--- config.mk ---
export PLATFORM = sky130hd
export DESIGN_NAME = life_generation_with_ages_top
export DESIGN_NICKNAME = d
export VERILOG_FILES = /design/src/rtl/core/lgwa_pkg.sv /design/src/rtl/core/lgwa_queue.sv /design/src/rtl/core/lgwa_front.sv /design/src/rtl/core/lgwa_back.sv /design/src/rtl/core/life_generation_with_ages_top.sv
export VERILOG_INCLUDE_DIRS = /design/src /design/src/rtl/core
export SDC_FILE = /design/constraint.sdc
export NUM_CORES = 1
export LEC_CHECK = 0
export ABC_AREA = 1
export BUFFER_PORTS_ARGS = -buffer_cell sky130_fd_sc_hd__buf_2
export CAP_MARGIN = 20
export CORE_UTILIZATION = 40
export CTS_BUF_LIST = sky130_fd_sc_hd__clkbuf_4
export DETAILED_ROUTE_END_ITERATION = 8
export PLACE_DENSITY = 0.62
export SLEW_MARGIN = 20
export SYNTH_ARGS = -nofsm -noshare
export SYNTH_HDL_FRONTEND = slang
export SYNTH_HIERARCHICAL = 1
export SYNTH_SLANG_ARGS = --single-unit
--- constraint.sdc ---
create_clock -name clk -period 9.05 [get_ports clk]
set_input_delay 1.3575 -clock clk [delete_from_list [all_inputs] [get_ports clk]]
set_output_delay 1.3575 -clock clk [all_outputs]
set_load 0.02 [all_outputs]
--- src/rtl/core/life_generation_with_ages_top_assert.svh ---
// Assertion macros for the life generation core.
// Included by the queue, front and back modules; needs clk and rst_n in scope.
`ifndef LIFE_GENERATION_WITH_AGES_TOP_ASSERT_SVH
`define LIFE_GENERATION_WITH_AGES_TOP_ASSERT_SVH

// Same-cycle implication, disabled during reset.
`define LGWA_ASSERT_IMPL(name, ante, cons) \
  name: assert property (@(posedge clk) disable iff (!rst_n) (ante) |-> (cons)) \
    else $error("lgwa assertion failed");

// Next-cycle implication, disabled during reset.
`define LGWA_ASSERT_NEXT(name, ante, cons) \
  name: assert property (@(posedge clk) disable iff (!rst_n) (ante) |=> (cons)) \
    else $error("lgwa assertion failed");

`endif

--- src/rtl/core/lgwa_pkg.sv ---
// Shared types and constants of the life generation core.
// Used by the queue, front, back and top modules; depends on nothing.
package lgwa_pkg;

  localparam int AGE_W      = 8;
  localparam int ROW_W      = 10;
  localparam int COL_W      = 5;
  localparam int ROWS_REG_W = 11;
  localparam int COLS_REG_W = 6;
  localparam int APB_AW     = 4;
  localparam int APB_DW     = 32;

  localparam logic [1:0] REG_GRID_ROWS = 2'd0;
  localparam logic [1:0] REG_GRID_COLS = 2'd1;
  localparam logic [1:0] REG_MAX_AGE   = 2'd2;

  localparam logic [ROWS_REG_W-1:0] ROWS_RESET    = 11'd32;
  localparam logic [COLS_REG_W-1:0] COLS_RESET    = 6'd32;
  localparam logic [AGE_W-1:0]      MAX_AGE_RESET = 8'd255;

  localparam logic [3:0] CNT_SURVIVE = 4'd2;
  localparam logic [3:0] CNT_BIRTH   = 4'd3;

  localparam int QUEUE_DEPTH = 4;
  localparam int QPTR_W      = 2;
  localparam logic [QPTR_W:0] Q_FULL_CNT = (QPTR_W + 1)'(QUEUE_DEPTH);

  typedef struct packed {
    logic             emit;
    logic             top_off;
    logic             bot_off;
    logic             left_off;
    logic             right_off;
    logic             done;
    logic [ROW_W-1:0] row;
    logic [COL_W-1:0] col;
  } step_info_t;

  // One record per raster step: the newest column of live bits (top, middle,
  // bottom), the age one row above the newest cell and the result's position.
  typedef struct packed {
    logic [2:0]       nbr_col;
    logic [AGE_W-1:0] age;
    step_info_t       info;
  } lgwa_rec_t;

endpackage

--- src/rtl/core/lgwa_queue.sv ---
// Short FIFO of step records between the front and the back.
// Depends on lgwa_pkg and the assertion macro header.
`include "life_generation_with_ages_top_assert.svh"

module lgwa_queue (
  input  logic                clk,
  input  logic                rst_n,
  input  logic                push,
  input  lgwa_pkg::lgwa_rec_t wdata,
  input  logic                pop,
  output lgwa_pkg::lgwa_rec_t rdata,
  output logic                full,
  output logic                empty
);

  lgwa_pkg::lgwa_rec_t entries_r [lgwa_pkg::QUEUE_DEPTH];
  logic [lgwa_pkg::QPTR_W-1:0] wr_ptr_r, wr_ptr_nxt;
  logic [lgwa_pkg::QPTR_W-1:0] rd_ptr_r, rd_ptr_nxt;
  logic [lgwa_pkg::QPTR_W:0]   cnt_r, cnt_nxt;

  assign full  = (cnt_r == lgwa_pkg::Q_FULL_CNT);
  assign empty = (cnt_r == '0);
  assign rdata = entries_r[rd_ptr_r];

  always_comb begin
    wr_ptr_nxt = push ? wr_ptr_r + lgwa_pkg::QPTR_W'(1) : wr_ptr_r;
    rd_ptr_nxt = pop ? rd_ptr_r + lgwa_pkg::QPTR_W'(1) : rd_ptr_r;
    cnt_nxt    = cnt_r;
    if (push && !pop) begin
      cnt_nxt = cnt_r + (lgwa_pkg::QPTR_W + 1)'(1);
    end else if (pop && !push) begin
      cnt_nxt = cnt_r - (lgwa_pkg::QPTR_W + 1)'(1);
    end
  end

  always_ff @(posedge clk) begin
    if (!rst_n) begin
      wr_ptr_r <= '0;
      rd_ptr_r <= '0;
      cnt_r    <= '0;
    end else begin
      wr_ptr_r <= wr_ptr_nxt;
      rd_ptr_r <= rd_ptr_nxt;
      cnt_r    <= cnt_nxt;
    end
  end

  always_ff @(posedge clk) begin
    if (push) begin
      entries_r[wr_ptr_r] <= wdata;
    end
  end

  `LGWA_ASSERT_IMPL(a_no_overflow, push, !full)
  `LGWA_ASSERT_IMPL(a_no_underflow, pop, !empty)

endmodule

--- src/rtl/core/lgwa_front.sv ---
// Front of the life generation core: raster counters, frame drain, line buffers.
// Depends on lgwa_pkg and the assertion macro header; feeds lgwa_queue.
`include "life_generation_with_ages_top_assert.svh"

module lgwa_front #(
  parameter int  MAX_COLS = 32,
  parameter int  MAX_ROWS = 1024,
  localparam int RW       = $clog2(MAX_ROWS + 2),
  localparam int CW       = $clog2(MAX_COLS + 1),
  localparam int CIW      = (MAX_COLS > 1) ? $clog2(MAX_COLS) : 1
) (
  input  logic                         clk,
  input  logic                         rst_n,
  input  logic                         restart,
  input  logic [RW-1:0]                rows_eff,
  input  logic [CW-1:0]                cols_eff,
  input  logic                         in_valid,
  output logic                         in_stall,
  input  logic [lgwa_pkg::AGE_W-1:0]   in_cell_age,
  input  logic                         q_full,
  output logic                         q_push,
  output lgwa_pkg::lgwa_rec_t          q_wdata
);

  logic [RW-1:0]  row_r, row_nxt;
  logic [CIW-1:0] col_r, col_nxt;
  logic           drain_r, drain_nxt;
  logic           s1_v_r, s1_v_nxt;
  lgwa_pkg::step_info_t s1_info_r;
  logic [CIW-1:0] s1_col_r;
  logic           s1_alive_r;
  logic           fwd_r;
  logic           fwd_val_r;

  logic [lgwa_pkg::AGE_W-1:0] age_line_r [MAX_COLS];
  logic                       alive_line_r [MAX_COLS];
  logic [lgwa_pkg::AGE_W-1:0] age_rd_r;
  logic                       alive_rd_r;

  logic [CIW-1:0] last_col;
  logic [RW-1:0]  rows_m1, rows_p1;
  logic           s1_free, real_step, step, final_step, last_real;
  logic [lgwa_pkg::AGE_W-1:0] step_age;
  logic [RW-1:0]  res_row;
  logic [CIW-1:0] res_col;
  lgwa_pkg::step_info_t step_info;

  assign last_col   = CIW'(cols_eff - CW'(1));
  assign rows_m1    = rows_eff - RW'(1);
  assign rows_p1    = rows_eff + RW'(1);
  assign s1_free    = !s1_v_r || !q_full;
  assign q_push     = s1_v_r && !q_full;
  assign in_stall   = drain_r || !s1_free;
  assign real_step  = in_valid && !in_stall;
  assign step       = real_step || (drain_r && s1_free);
  assign step_age   = drain_r ? '0 : in_cell_age;
  assign final_step = drain_r && (row_r == rows_p1);
  assign last_real  = !drain_r && (row_r == rows_m1) && (col_r == last_col);

  always_comb begin
    if (col_r != '0) begin
      res_row = row_r - RW'(1);
      res_col = col_r - CIW'(1);
    end else begin
      res_row = row_r - RW'(2);
      res_col = last_col;
    end
    step_info.emit      = (row_r >= RW'(2)) || ((row_r == RW'(1)) && (col_r != '0));
    step_info.top_off   = (res_row == '0);
    step_info.bot_off   = (res_row == rows_m1);
    step_info.left_off  = (res_col == '0);
    step_info.right_off = (res_col == last_col);
    step_info.done      = final_step;
    step_info.row       = lgwa_pkg::ROW_W'(res_row);
    step_info.col       = lgwa_pkg::COL_W'(res_col);
  end

  always_comb begin
    row_nxt   = row_r;
    col_nxt   = col_r;
    drain_nxt = drain_r;
    if (restart) begin
      row_nxt   = '0;
      col_nxt   = '0;
      drain_nxt = 1'b0;
    end else if (step) begin
      if (final_step) begin
        row_nxt   = '0;
        col_nxt   = '0;
        drain_nxt = 1'b0;
      end else begin
        if (col_r == last_col) begin
          col_nxt = '0;
          row_nxt = row_r + RW'(1);
        end else begin
          col_nxt = col_r + CIW'(1);
        end
        if (last_real) begin
          drain_nxt = 1'b1;
        end
      end
    end
    s1_v_nxt = step ? 1'b1 : (q_push ? 1'b0 : s1_v_r);
  end

  always_ff @(posedge clk) begin
    if (!rst_n) begin
      row_r   <= '0;
      col_r   <= '0;
      drain_r <= 1'b0;
      s1_v_r  <= 1'b0;
      fwd_r   <= 1'b0;
    end else begin
      row_r   <= row_nxt;
      col_r   <= col_nxt;
      drain_r <= drain_nxt;
      s1_v_r  <= s1_v_nxt;
      if (step) begin
        fwd_r <= q_push && (s1_col_r == col_r);
      end
    end
  end

  always_ff @(posedge clk) begin
    if (step) begin
      s1_info_r  <= step_info;
      s1_col_r   <= col_r;
      s1_alive_r <= (step_age != '0);
      fwd_val_r  <= (age_rd_r != '0);
    end
  end

  always_ff @(posedge clk) begin
    if (step) begin
      age_rd_r          <= age_line_r[col_r];
      age_line_r[col_r] <= step_age;
    end
  end

  always_ff @(posedge clk) begin
    if (step) begin
      alive_rd_r <= alive_line_r[col_r];
    end
    if (q_push) begin
      alive_line_r[s1_col_r] <= (age_rd_r != '0);
    end
  end

  always_comb begin
    q_wdata.nbr_col = {fwd_r ? fwd_val_r : alive_rd_r, age_rd_r != '0, s1_alive_r};
    q_wdata.age     = age_rd_r;
    q_wdata.info    = s1_info_r;
  end

  `LGWA_ASSERT_NEXT(a_s1_hold, s1_v_r && q_full, s1_v_r && $stable(s1_info_r))
  `LGWA_ASSERT_IMPL(a_drain_row, drain_r, row_r >= rows_eff)

endmodule

--- src/rtl/core/lgwa_back.sv ---
// Back of the life generation core: 3x3 window, neighbor count, age update.
// Depends on lgwa_pkg and the assertion macro header; drains lgwa_queue.
`include "life_generation_with_ages_top_assert.svh"

module lgwa_back (
  input  logic                        clk,
  input  logic                        rst_n,
  input  logic [lgwa_pkg::AGE_W-1:0]  max_age,
  input  lgwa_pkg::lgwa_rec_t         q_rdata,
  input  logic                        q_empty,
  output logic                        q_pop,
  output logic                        out_valid,
  input  logic                        out_stall,
  output logic [lgwa_pkg::AGE_W-1:0]  out_new_age,
  output logic [lgwa_pkg::ROW_W-1:0]  out_row,
  output logic [lgwa_pkg::COL_W-1:0]  out_col,
  output logic                        out_frame_done
);

  logic [2:0] w1_r, w2_r;
  logic [lgwa_pkg::AGE_W-1:0] prev_age_r;
  logic out_valid_r;
  logic [lgwa_pkg::AGE_W-1:0] out_new_age_r;
  logic [lgwa_pkg::ROW_W-1:0] out_row_r;
  logic [lgwa_pkg::COL_W-1:0] out_col_r;
  logic out_frame_done_r;

  logic out_free, load;
  logic tm, bm;
  logic [2:0] left_bits, right_bits;
  logic [3:0] cnt;
  logic grow;
  logic [lgwa_pkg::AGE_W-1:0] nage;

  assign out_free = !out_valid_r || !out_stall;
  assign q_pop    = !q_empty && (!q_rdata.info.emit || out_free);
  assign load     = q_pop && q_rdata.info.emit;

  assign tm         = !q_rdata.info.top_off;
  assign bm         = !q_rdata.info.bot_off;
  assign left_bits  = w2_r & {3{!q_rdata.info.left_off}} & {tm, 1'b1, bm};
  assign right_bits = q_rdata.nbr_col & {3{!q_rdata.info.right_off}} & {tm, 1'b1, bm};

  assign cnt = 4'(left_bits[2]) + 4'(left_bits[1]) + 4'(left_bits[0])
             + 4'(w1_r[2] & tm) + 4'(w1_r[0] & bm)
             + 4'(right_bits[2]) + 4'(right_bits[1]) + 4'(right_bits[0]);

  assign grow = (prev_age_r < max_age);

  always_comb begin
    case (cnt)
      lgwa_pkg::CNT_SURVIVE: begin
        nage = (grow && (prev_age_r != '0)) ? prev_age_r + lgwa_pkg::AGE_W'(1) : prev_age_r;
      end
      lgwa_pkg::CNT_BIRTH: begin
        nage = grow ? prev_age_r + lgwa_pkg::AGE_W'(1) : prev_age_r;
      end
      default: begin
        nage = '0;
      end
    endcase
  end

  always_ff @(posedge clk) begin
    if (!rst_n) begin
      out_valid_r <= 1'b0;
    end else if (out_free) begin
      out_valid_r <= load;
    end
  end

  always_ff @(posedge clk) begin
    if (q_pop) begin
      w2_r       <= w1_r;
      w1_r       <= q_rdata.nbr_col;
      prev_age_r <= q_rdata.age;
    end
    if (load) begin
      out_new_age_r    <= nage;
      out_row_r        <= q_rdata.info.row;
      out_col_r        <= q_rdata.info.col;
      out_frame_done_r <= q_rdata.info.done;
    end
  end

  assign out_valid      = out_valid_r;
  assign out_new_age    = out_new_age_r;
  assign out_row        = out_row_r;
  assign out_col        = out_col_r;
  assign out_frame_done = out_frame_done_r;

  `LGWA_ASSERT_IMPL(a_done_corner, q_pop && q_rdata.info.done,
                    q_rdata.info.emit && q_rdata.info.bot_off && q_rdata.info.right_off)

endmodule

--- src/rtl/core/life_generation_with_ages_top.sv ---
// Throughput: one cell per cycle unless the queue or output stalls; after the
// last cell of a frame the input stalls while the front drains the final row.
// Order: the result for cell (r,c) is computed once the cell one row and one
// column later is accepted, passes the front's stage registers and the queue,
// and waits in the output register until out_stall is low.
// Reset (synchronous, active low): registers return to 32/32/255, counters and
// pipeline go empty; line buffers are not cleared and need no clearing pass.
module life_generation_with_ages_top #(
  parameter int MAX_COLS = 32,
  parameter int MAX_ROWS = 1024
) (
  input  logic                          clk,
  input  logic                          rst_n,
  input  logic                          in_valid,
  output logic                          in_stall,
  input  logic [lgwa_pkg::AGE_W-1:0]    in_cell_age,
  output logic                          out_valid,
  input  logic                          out_stall,
  output logic [lgwa_pkg::AGE_W-1:0]    out_new_age,
  output logic [lgwa_pkg::ROW_W-1:0]    out_row,
  output logic [lgwa_pkg::COL_W-1:0]    out_col,
  output logic                          out_frame_done,
  input  logic                          psel,
  input  logic                          penable,
  input  logic                          pwrite,
  input  logic [lgwa_pkg::APB_AW-1:0]   paddr,
  input  logic [lgwa_pkg::APB_DW-1:0]   pwdata,
  output logic [lgwa_pkg::APB_DW-1:0]   prdata,
  output logic                          pready
);

  localparam int RW  = $clog2(MAX_ROWS + 2);
  localparam int CW  = $clog2(MAX_COLS + 1);

  logic [lgwa_pkg::ROWS_REG_W-1:0] grid_rows_r;
  logic [lgwa_pkg::COLS_REG_W-1:0] grid_cols_r;
  logic [lgwa_pkg::AGE_W-1:0]      max_age_r;

  logic [1:0]  reg_idx;
  logic        wr_en, restart;
  logic [31:0] rows_full, cols_full;
  logic [RW-1:0] rows_eff;
  logic [CW-1:0] cols_eff;

  logic                q_push, q_pop, q_full, q_empty;
  lgwa_pkg::lgwa_rec_t q_wdata, q_rdata;

  assign pready  = 1'b1;
  assign reg_idx = paddr[3:2];
  assign wr_en   = psel && penable && pwrite && pready;
  assign restart = wr_en && ((reg_idx == lgwa_pkg::REG_GRID_ROWS) ||
                             (reg_idx == lgwa_pkg::REG_GRID_COLS));

  always_ff @(posedge clk) begin
    if (!rst_n) begin
      grid_rows_r <= lgwa_pkg::ROWS_RESET;
      grid_cols_r <= lgwa_pkg::COLS_RESET;
      max_age_r   <= lgwa_pkg::MAX_AGE_RESET;
    end else if (wr_en) begin
      case (reg_idx)
        lgwa_pkg::REG_GRID_ROWS: grid_rows_r <= pwdata[lgwa_pkg::ROWS_REG_W-1:0];
        lgwa_pkg::REG_GRID_COLS: grid_cols_r <= pwdata[lgwa_pkg::COLS_REG_W-1:0];
        lgwa_pkg::REG_MAX_AGE:   max_age_r   <= pwdata[lgwa_pkg::AGE_W-1:0];
        default: begin
        end
      endcase
    end
  end

  always_comb begin
    case (reg_idx)
      lgwa_pkg::REG_GRID_ROWS: prdata = lgwa_pkg::APB_DW'(grid_rows_r);
      lgwa_pkg::REG_GRID_COLS: prdata = lgwa_pkg::APB_DW'(grid_cols_r);
      lgwa_pkg::REG_MAX_AGE:   prdata = lgwa_pkg::APB_DW'(max_age_r);
      default:                 prdata = '0;
    endcase
  end

  always_comb begin
    if (grid_rows_r == '0) begin
      rows_full = 32'd1;
    end else if (32'(grid_rows_r) > 32'(MAX_ROWS)) begin
      rows_full = 32'(MAX_ROWS);
    end else begin
      rows_full = 32'(grid_rows_r);
    end
    if (grid_cols_r == '0) begin
      cols_full = 32'd1;
    end else if (32'(grid_cols_r) > 32'(MAX_COLS)) begin
      cols_full = 32'(MAX_COLS);
    end else begin
      cols_full = 32'(grid_cols_r);
    end
  end

  assign rows_eff = rows_full[RW-1:0];
  assign cols_eff = cols_full[CW-1:0];

  lgwa_front #(
    .MAX_COLS (MAX_COLS),
    .MAX_ROWS (MAX_ROWS)
  ) u_front (
    .clk         (clk),
    .rst_n       (rst_n),
    .restart     (restart),
    .rows_eff    (rows_eff),
    .cols_eff    (cols_eff),
    .in_valid    (in_valid),
    .in_stall    (in_stall),
    .in_cell_age (in_cell_age),
    .q_full      (q_full),
    .q_push      (q_push),
    .q_wdata     (q_wdata)
  );

  lgwa_queue u_queue (
    .clk   (clk),
    .rst_n (rst_n),
    .push  (q_push),
    .wdata (q_wdata),
    .pop   (q_pop),
    .rdata (q_rdata),
    .full  (q_full),
    .empty (q_empty)
  );

  lgwa_back u_back (
    .clk            (clk),
    .rst_n          (rst_n),
    .max_age        (max_age_r),
    .q_rdata        (q_rdata),
    .q_empty        (q_empty),
    .q_pop          (q_pop),
    .out_valid      (out_valid),
    .out_stall      (out_stall),
    .out_new_age    (out_new_age),
    .out_row        (out_row),
    .out_col        (out_col),
    .out_frame_done (out_frame_done)
  );

endmodule
Word-level counts from Yosys, hierarchy flattened
Memories as Yosys holds them, arrays and structs flattened. A register that Yosys moved wholly into a read port is not among the register bits.
Index checks and enable logic that the tools add are counted.
{"block": "totals", "regBits": 118, "ramBits": 416, "in_bits": 51, "out_inout_bits": 59, "elab_cells": 162, "memories": 3}
{"block": "op_classes", "n_addsub": 20, "n_lt_le_gt_ge": 4, "eq_ne": 12, "n_mux": 28, "n_bitwise": 7, "reduce_logical": 58}
{"name": "u_front.age_line_r", "words": 32, "word_bits": 8, "read_ports": 1, "rd_clocked_by_memory_dff": 1, "write_ports": 1, "line": "lgwa_front.sv:35", "text": "logic [lgwa_pkg::AGE_W-1:0] age_line_r [MAX_COLS];"}
{"name": "u_queue.entries_r", "words": 4, "word_bits": 32, "read_ports": 1, "rd_clocked_by_memory_dff": 1, "write_ports": 1, "line": "lgwa_queue.sv:16", "text": "lgwa_pkg::lgwa_rec_t entries_r [lgwa_pkg::QUEUE_DEPTH];"}
{"name": "u_front.alive_line_r", "words": 32, "word_bits": 1, "read_ports": 1, "rd_clocked_by_memory_dff": 1, "write_ports": 1, "line": "lgwa_front.sv:36", "text": "logic alive_line_r [MAX_COLS];"}
{"operator": "11-bit 2-to-1 mux", "n": 5}
{"operator": "11-bit == test", "n": 3}
{"operator": "11-bit one-hot mux with 3 select lines", "n": 1}
{"operator": "5-bit 2-to-1 mux", "n": 5}
{"operator": "8-bit 2-to-1 mux", "n": 3}
{"operator": "8-bit nonzero test", "n": 3}
{"operator": "11-bit by 1-bit adder with 11-bit output (second input constant)", "n": 2}
{"operator": "11-bit zero test", "n": 2}
{"operator": "11-bit by 1-bit subtractor with 11-bit output (second input constant)", "n": 2}
{"operator": "4-bit by 1-bit adder with 4-bit output", "n": 4}
{"operator": "1-bit logical AND", "n": 16}
{"operator": "8-bit one-hot mux with 2 select lines", "n": 1}
{"operator": "5-bit == test", "n": 3}
{"operator": "1-bit zero test", "n": 15}
{"operator": "3-bit AND", "n": 4}
{"operator": "11-bit by 1-bit == test with 1-bit output (second input constant)", "n": 1}
{"operator": "11-bit by 2-bit greater-or-equal comparator with 1-bit output (second input constant)", "n": 1}
{"operator": "11-bit > comparator (second input constant)", "n": 1}
{"operator": "11-bit by 2-bit subtractor with 11-bit output (second input constant)", "n": 1}
{"operator": "2-bit AND reduction", "n": 5}
{"operator": "5-bit by 1-bit subtractor with 5-bit output (second input constant)", "n": 2}
{"operator": "1-bit 2-to-1 mux", "n": 9}
{"operator": "4-bit adder", "n": 2}
{"operator": "8-bit by 1-bit adder with 8-bit output (second input constant)", "n": 1}
{"operator": "23 further kinds", "n": 37}

Depth between registers and ports, before layout
Gate-level depths: netlist of the first run.
{"block": "logic_depth", "ltp_word": 12, "mapped_depth": 21, "ltp_nobuf": 20}

Hierarchy
The synthesis of the first run kept the hierarchy.
{"module": "lgwa_front", "n_inst": 1, "cells_per_inst": 1464, "area_each_um2": 15708.8, "seq_area_each_um2": 10139.7}
{"module": "lgwa_queue", "n_inst": 1, "cells_per_inst": 367, "area_each_um2": 5220.0, "seq_area_each_um2": 4023.9}
{"module": "lgwa_back", "n_inst": 1, "cells_per_inst": 187, "area_each_um2": 2065.7, "seq_area_each_um2": 1161.1}
{"module": "life_generation_with_ages_top", "n_inst": 1, "cells_per_inst": 210, "area_each_um2": 1397.6, "seq_area_each_um2": 500.5}

Worst setup path after synthesis of the first run
OpenSTA, ideal clock, no wires.
{"block": "synth_path", "kind": "register -> register", "start": "register with a tool-made name", "end": "register u_back.out_new_age_r (netlist bit u_back/out_new_age[3]), data pin", "setup_time_ns": 0.138, "arrival_time_ns": 3.933, "required_time_ns": 8.912, "path_slack_ns": 4.979, "stages_incl_launch_ff": 19, "path_buffers": 2, "synth_period_minus_slack_ns": 4.071, "path_cell_list": "dfxtp_1 > buf_6 > inv_8 > buf_6 > nor2_1 > o22ai_1 > nor2_1 > fa_1 > inv_1 > fa_1 > inv_1 > fa_1 > ha_1 > fa_1 > xnor2_1 > nand4_2 > nor2_8 > o21ai_1 > nor2_1"}
{"element": "end signal: assignment", "line": "lgwa_back.sv:79", "text": "out_new_age_r <= nage;"}
{"element": "end: declaration", "line": "lgwa_back.sv:23", "text": "logic [lgwa_pkg::AGE_W-1:0] out_new_age_r;"}

==> impl_results.md, run 1 <==
* Slowest cell on crit path: fa_1
* Initial antenna violation count at 1
* Port-buffer cells at 64
* Hold-fix buffers, CTS at 0
* Met1 Use GR at 0.240
* Maximum vdd drop at 0.191 mV
* DRT Wirelength at between 50000 and 60000 um
* Hold Slack at 0.429 ns
* DRT antenna net count at 0
* Cell area after synthesis at 24400 um^2
* Worst-Skew Late Latency at between 0.8 and 0.9 ns
* Critical Path RT at 9.78 ns
* Vias in the first global route at 16100
* Nets@finish at 2450
* Slew Limit Headroom at 0.273
* Die W at 249 um
* Postcts setup bufs at 0
* Largest net degree at the start of global routing at 84
* CORE AREA at 60200 um^2
* Drt first pass iters at 7
* Post-DP HPWL at 35700 um
* CTS tree: done
* GP Congestion at 0.883
* Setup TNS at 0 ns
* Die height at 249 um
* Crit-path cells: buf_4, inv_2, buf_4, o21ai_1, o22ai_1, nor2_1, fa_1, inv_1, fa_1, inv_1, fa_1, ha_1, fa_1, xnor2_1, nand4_2, nor2_8, o21ai_1, nor2_1
* Pwr dens at 250 nW/um^2
* GR peak layer: met2
* Syn_area_per_cell at 11.0 um^2
* Row count at 90
* Grt total ovfl at 0
* Routed via count at 16700
* Filler Cell Count at 5608
* IO Count at 110
* Global-route wire length before repair at 89300 um
* CTS root buf: clkbuf_4
* Met3 Use GR at 0.0481
* Drt drc at 0
* Initial Util at 0.405
* Synth-to-Final Area Change at 10.7%
* Share of layout cells above drive strength 1 at 0.160
* Clock skew at about 0.044 ns
* RSZ-0062 raised after global routing: no
* Final Max Slew Viols at 0
* DR iter-0 viols at roughly 1300
* FF-to-FF setup slack at 4.23 ns
* CP Launch Type: register
* Finished Core Util at 0.448
* FF+latch area at about 16000 um^2
* Ys Warns at 6
* Top cell by count, worst path: fa_1
* Slew @ Worst Pin at 1.08 ns
* Worst Setup Path Type: reg -> reg
* Hold Path Class: reg -> reg
* Final period utilization at 0.533
* CP max stage delay at between 0.5 and 0.6 ns
* Status: completed
* Cells after Synth at 2227
* Crit end category: register
* Max H-tree Level at 4
* Pleak at around 10 nW
* Post-place setup slack at 4.18 ns
* Peak Freq at 0.207 GHz
* Post-CTS Resized at 0
* DIE AREA at approximately 62000 um^2
* Max clock buf depth at 3
* GR Util met2 at 0.295
* Maxcap violations at 0
* Vias per cell at between 5 and 6
* CTS clk-pin slew, worst paths at 0.07 ns
* Final Setup Violations at 0
* CP Data Arrival Time at 5.55 ns
* Area of the multi-input gates at 7330 um^2
* Num CTS Buffers at 136
* Design Power at 6.75 mW
* Total GRT Usage at 0.186
* Sink Count at about 550
* Final Hold Fails at 0
* Final critical-path required period at 4.82 ns
* Routed WL per cell at 17.8 um
* Setup ws final at 4.23 ns
* Crit path max fanout at 33
[routing by layer]
layer	vias to the layer above	share of wire
li1	8105	-
met1	7973	0.43
met2	542	0.47
met3	119	0.069
met4	0	0.032
met5	-	0
[sequential cells by signal (all words and copies together) (netlist names), 6 cells and up, named ones only]
| register | count |
|---|---|
| grid_cols_r | 6 |
| grid_rows_r | 11 |
| max_age_r | 8 |
| u_back/out_new_age | 8 |
| u_back/out_row | 10 |
| u_back/prev_age_r | 8 |
| u_front/age_line_r | 256 |
| u_front/age_rd_r | 8 |
| u_front/alive_line_r | 32 |
| u_front/q_wdata | 21 |
| u_front/row_r | 11 |
| u_queue/entries_r | 128 |
[metrics by stage]
| step | instances | cell area, um^2 |
|---|---|---|
| detailed placement | 3005 | 25300 |
| floorplan | 2247 | 24500 |
| finish | 3238 | 27000 |
| global placement | 3005 | 25300 |
| global route | 3238 | 27000 |
| CTS | 3236 | 27000 |
[placed cells by master, fill, tap and decap left out, drive strengths merged, types with 5 or more instances in the layout]
cell	count
fa	5
nand3	102
buf	90
a221oi	11
o22ai	106
ha	32
nor3	14
edfxtp	491
xnor2	10
xor2	39
nand4	31
conb	22
inv	172
clkbuf	199
nor4	7
dfxtp	54
nand2	314
a22o	7
o21ai	244
o221ai	5
a21oi	22
nor2	432
clkinv	29
[final cells by class]
| cell class | count | area share |
|---|---|---|
| sequential | 545 | 0.586 |
| inverter | 171 | 0.0244 |
| antenna | 1 | 0.0000927 |
| multi-input combinational | 1418 | 0.271 |
| clock buffer | 199 | 0.0553 |
| clock inverter | 32 | 0.00654 |
| tap | 782 | 0.0362 |
| timing repair buffer | 90 | 0.0196 |
[worst paths after layout]
path | start | to | cells past startpoint
hold / removal | u_back/w1_r[1] | u_back/w2_r[1] | 0
setup / recovery | register | u_back/out_new_age[3] | 18
setup reg to reg | register | u_back/out_new_age[3] | 18
hold reg to reg | u_back/w1_r[1] | u_back/w2_r[1] | 0
[critical path, delay by kind of cell (launching register included)]
kind                     cells  cell delay (ns)
AND/OR/NAND/NOR              4             0.70
adder cells (fa/ha/maj)      5             2.13
flip-flops                   1             0.30
buffers and inverters        5             0.89
AO/OA/AOI/OAI                3             0.47
XOR/XNOR                     1             0.18
[report_power, final]
group / internal (mW) / switching (mW)
Sequential: 3.03 / 0.101
Clock: 1.06 / 0.941
Combinational: 0.499 / 1.13
Total: 4.58 / 2.17
(Power assumes the default switching activity.)
==> inputs of run 2 (changes only) <==
--- a/config.mk
+++ b/config.mk
@@ -6,7 +6,7 @@
 export SDC_FILE = /design/constraint.sdc
 export NUM_CORES = 1
 export LEC_CHECK = 0
-export ABC_AREA = 1
+export ABC_AREA = 0
 export BUFFER_PORTS_ARGS = -buffer_cell sky130_fd_sc_hd__buf_2
 export CAP_MARGIN = 20
 export CORE_UTILIZATION = 40
==> constraint.sdc (replaced) <==
create_clock -name clk -period 4.96 [get_ports clk]
set_input_delay 0.744 -clock clk [delete_from_list [all_inputs] [get_ports clk]]
set_output_delay 0.744 -clock clk [all_outputs]
set_load 0.02 [all_outputs]
==> run 2 against run 1 <==
Setup slack lost 3.9 ns. Maximum frequency is 5.1% higher. Critical endpoint is now u_back/out_new_age[6]. Flip-flop and latch count unchanged. Critical path depth is 5 lower. Hold slack lost 0.29 ns. Final cell count down 22%.
==> impl_results.md, run 2 <==
* Initial antenna violation count at 1
* Sink Count at 545
* Final period utilization at 0.924
* Cell area after synthesis at 23700 um^2
* Die height at ~250 um
* Drt first pass iters at 7
* Syn_area_per_cell at 15.8 um^2
* GP Congestion at 0.822
* Grt total ovfl at 0
* Hold Slack at 0.135 ns
* Final Max Slew Viols at 0
* Pleak at between 9 and 10 nW
* Slew @ Worst Pin at 0.978 ns
* Routed WL per cell at 20.2 um
* Max FFs per register at about 260
* Hold Path Class: in -> reg
* Critical Path RT at between 5 and 6 ns
* Cells after Synth at 1499
* Final Setup Violations at 0
* Commonest non-fill, non-tap cell in the layout: edfxtp_1
* DR iter-0 viols at 948
* Largest regs: u_front/age_line_r (256), u_queue/entries_r (128), u_front/alive_line_r (32)
* Post-DP HPWL at roughly 32000 um
* RSZ-0062 raised after global routing: no
* CORE AREA at roughly 58000 um^2
* Design Power at 11.6 mW
* CTS root buf: clkbuf_4
* CP Launch Type: register
* Worst Setup Path Type: reg -> reg
* Port-buffer cells at 64
* Largest net degree at the start of global routing at 82
* Initial Util at 0.408
* Share of layout cells above drive strength 1 at 0.260
* Placed cell areas at 24800 um^2
* Max clock buf depth at 3
* Vias in the first global route at 13800
* IO Count at 110
* Routed via count at 13400
* Crit path max fanout at 10
* Maximum vdd drop at 0.306 mV
* DRT Wirelength at 50900 um
* Most frequent cells in the layout: 491 x edfxtp_1, 197 x clkbuf_4, 109 x mux4_2
* Final Hold Fails at 0
* Status: completed
* Slew Limit Headroom at 0.348
* Max H-tree Level at 4
* Die W at 245 um
* Vias per cell at 5.30
* Clock skew at 0.0626 ns
* DRT antenna net count at 0
* Largest Register: u_front/age_line_r
* Row count at 88
* Maxcap violations at 0
* Pwr dens at 438 nW/um^2
* DIE AREA at 60300 um^2
* Final critical-path required period at about 4.6 ns
* Num CTS Buffers at 137
* Drt drc at 0
* CP Data Arrival Time at roughly 5.2 ns
* Finished Cell Area at between 20000 and 30000 um^2
* CTS clk-pin slew, worst paths at 0.07 ns
* Total GRT Usage at 0.174
* Crit end category: register
* Worst-Skew Late Latency at 0.93 ns
* Global-route wire length before repair at 78700 um
* CTS tree: done
* Nets@finish at ~1700
* Synth-to-Final Area Change at 12.1%
* Postcts setup bufs at 0
* Ys Warns at 6
* Peak Freq at 0.218 GHz
* Setup TNS at 0 ns
==> run 2: path summary, 6_finish.rpt <==
check / slack (ns) / cells past startpoint / to / startpoint
worst max-delay path: 0.38 / 13 / u_back/out_new_age[6] / register
worst min-delay path: 0.13 / 3 / grid_rows_r[1] / pwdata[1]
worst max register to register: 0.38 / 13 / u_back/out_new_age[6] / register
worst min register to register: 0.44 / 0 / u_back/w2_r[1] / u_back/w1_r[1]
==> run 2: power by group <==
group	switching [mW]	internal [mW]	leakage, nW
Clock	1.77	1.94	1.01
Combinational	1.24	0.918	3.04
Sequential	0.277	5.50	4.96
Total	3.29	8.35	9.01
==> run 2: cell type report <==
| cell class | count | area, um^2 |
|---|---|---|
| Fill cell | 5102 | 31600 |
| Sequential cell | 545 | 15800 |
| Multi-Input combinational cell | 823 | 7250 |
| Clock buffer | 197 | 1480 |
| Tap cell | 765 | 957 |
| Timing Repair Buffer | 105 | 658 |
| Clock inverter | 45 | 251 |
| Inverter | 40 | 150 |
| Antenna cell | 1 | 2.50 |
==> run 2: what timing repair did <==
item,CTS,global route
hold buffers,7,0
gates resized for setup,0,0
endpoints found under the hold margin,7,0
==> run 2: worst max-delay path: stages, from the launching register on <==
cell     delay [ns]
dfxtp_2        0.54
mux4_2         0.60
nor2b_1        0.18
fa_1           0.43
inv_1          0.09
fa_1           0.38
inv_1          0.09
fa_1           0.39
ha_1           0.23
fa_1           0.47
and4b_1        0.23
a22oi_1        0.36
nor3_1         0.10
a31o_2         0.25
==> run 2: through the flow <==
stage | util | worst slack [ns] | instances
after global routing | 0.457 | 0.0803 | 2521
after floorplan | - | 0.584 | 1519
final | 0.457 | 0.376 | 2521
after detailed placement | 0.426 | 0.328 | 2271
after CTS | 0.457 | 0.350 | 2520
after global placement | 0.426 | 0.348 | 2271
==> run 2: per-layer routing <==
metal | GRT usage | up-vias | share of wire
met5 | 0 | - | 0
met4 | 0.0778 | 0 | 0.023
met3 | 0.0419 | 80 | 0.059
met2 | 0.276 | 432 | 0.49
met1 | 0.226 | 6669 | 0.43
li1 | - | 6173 | -
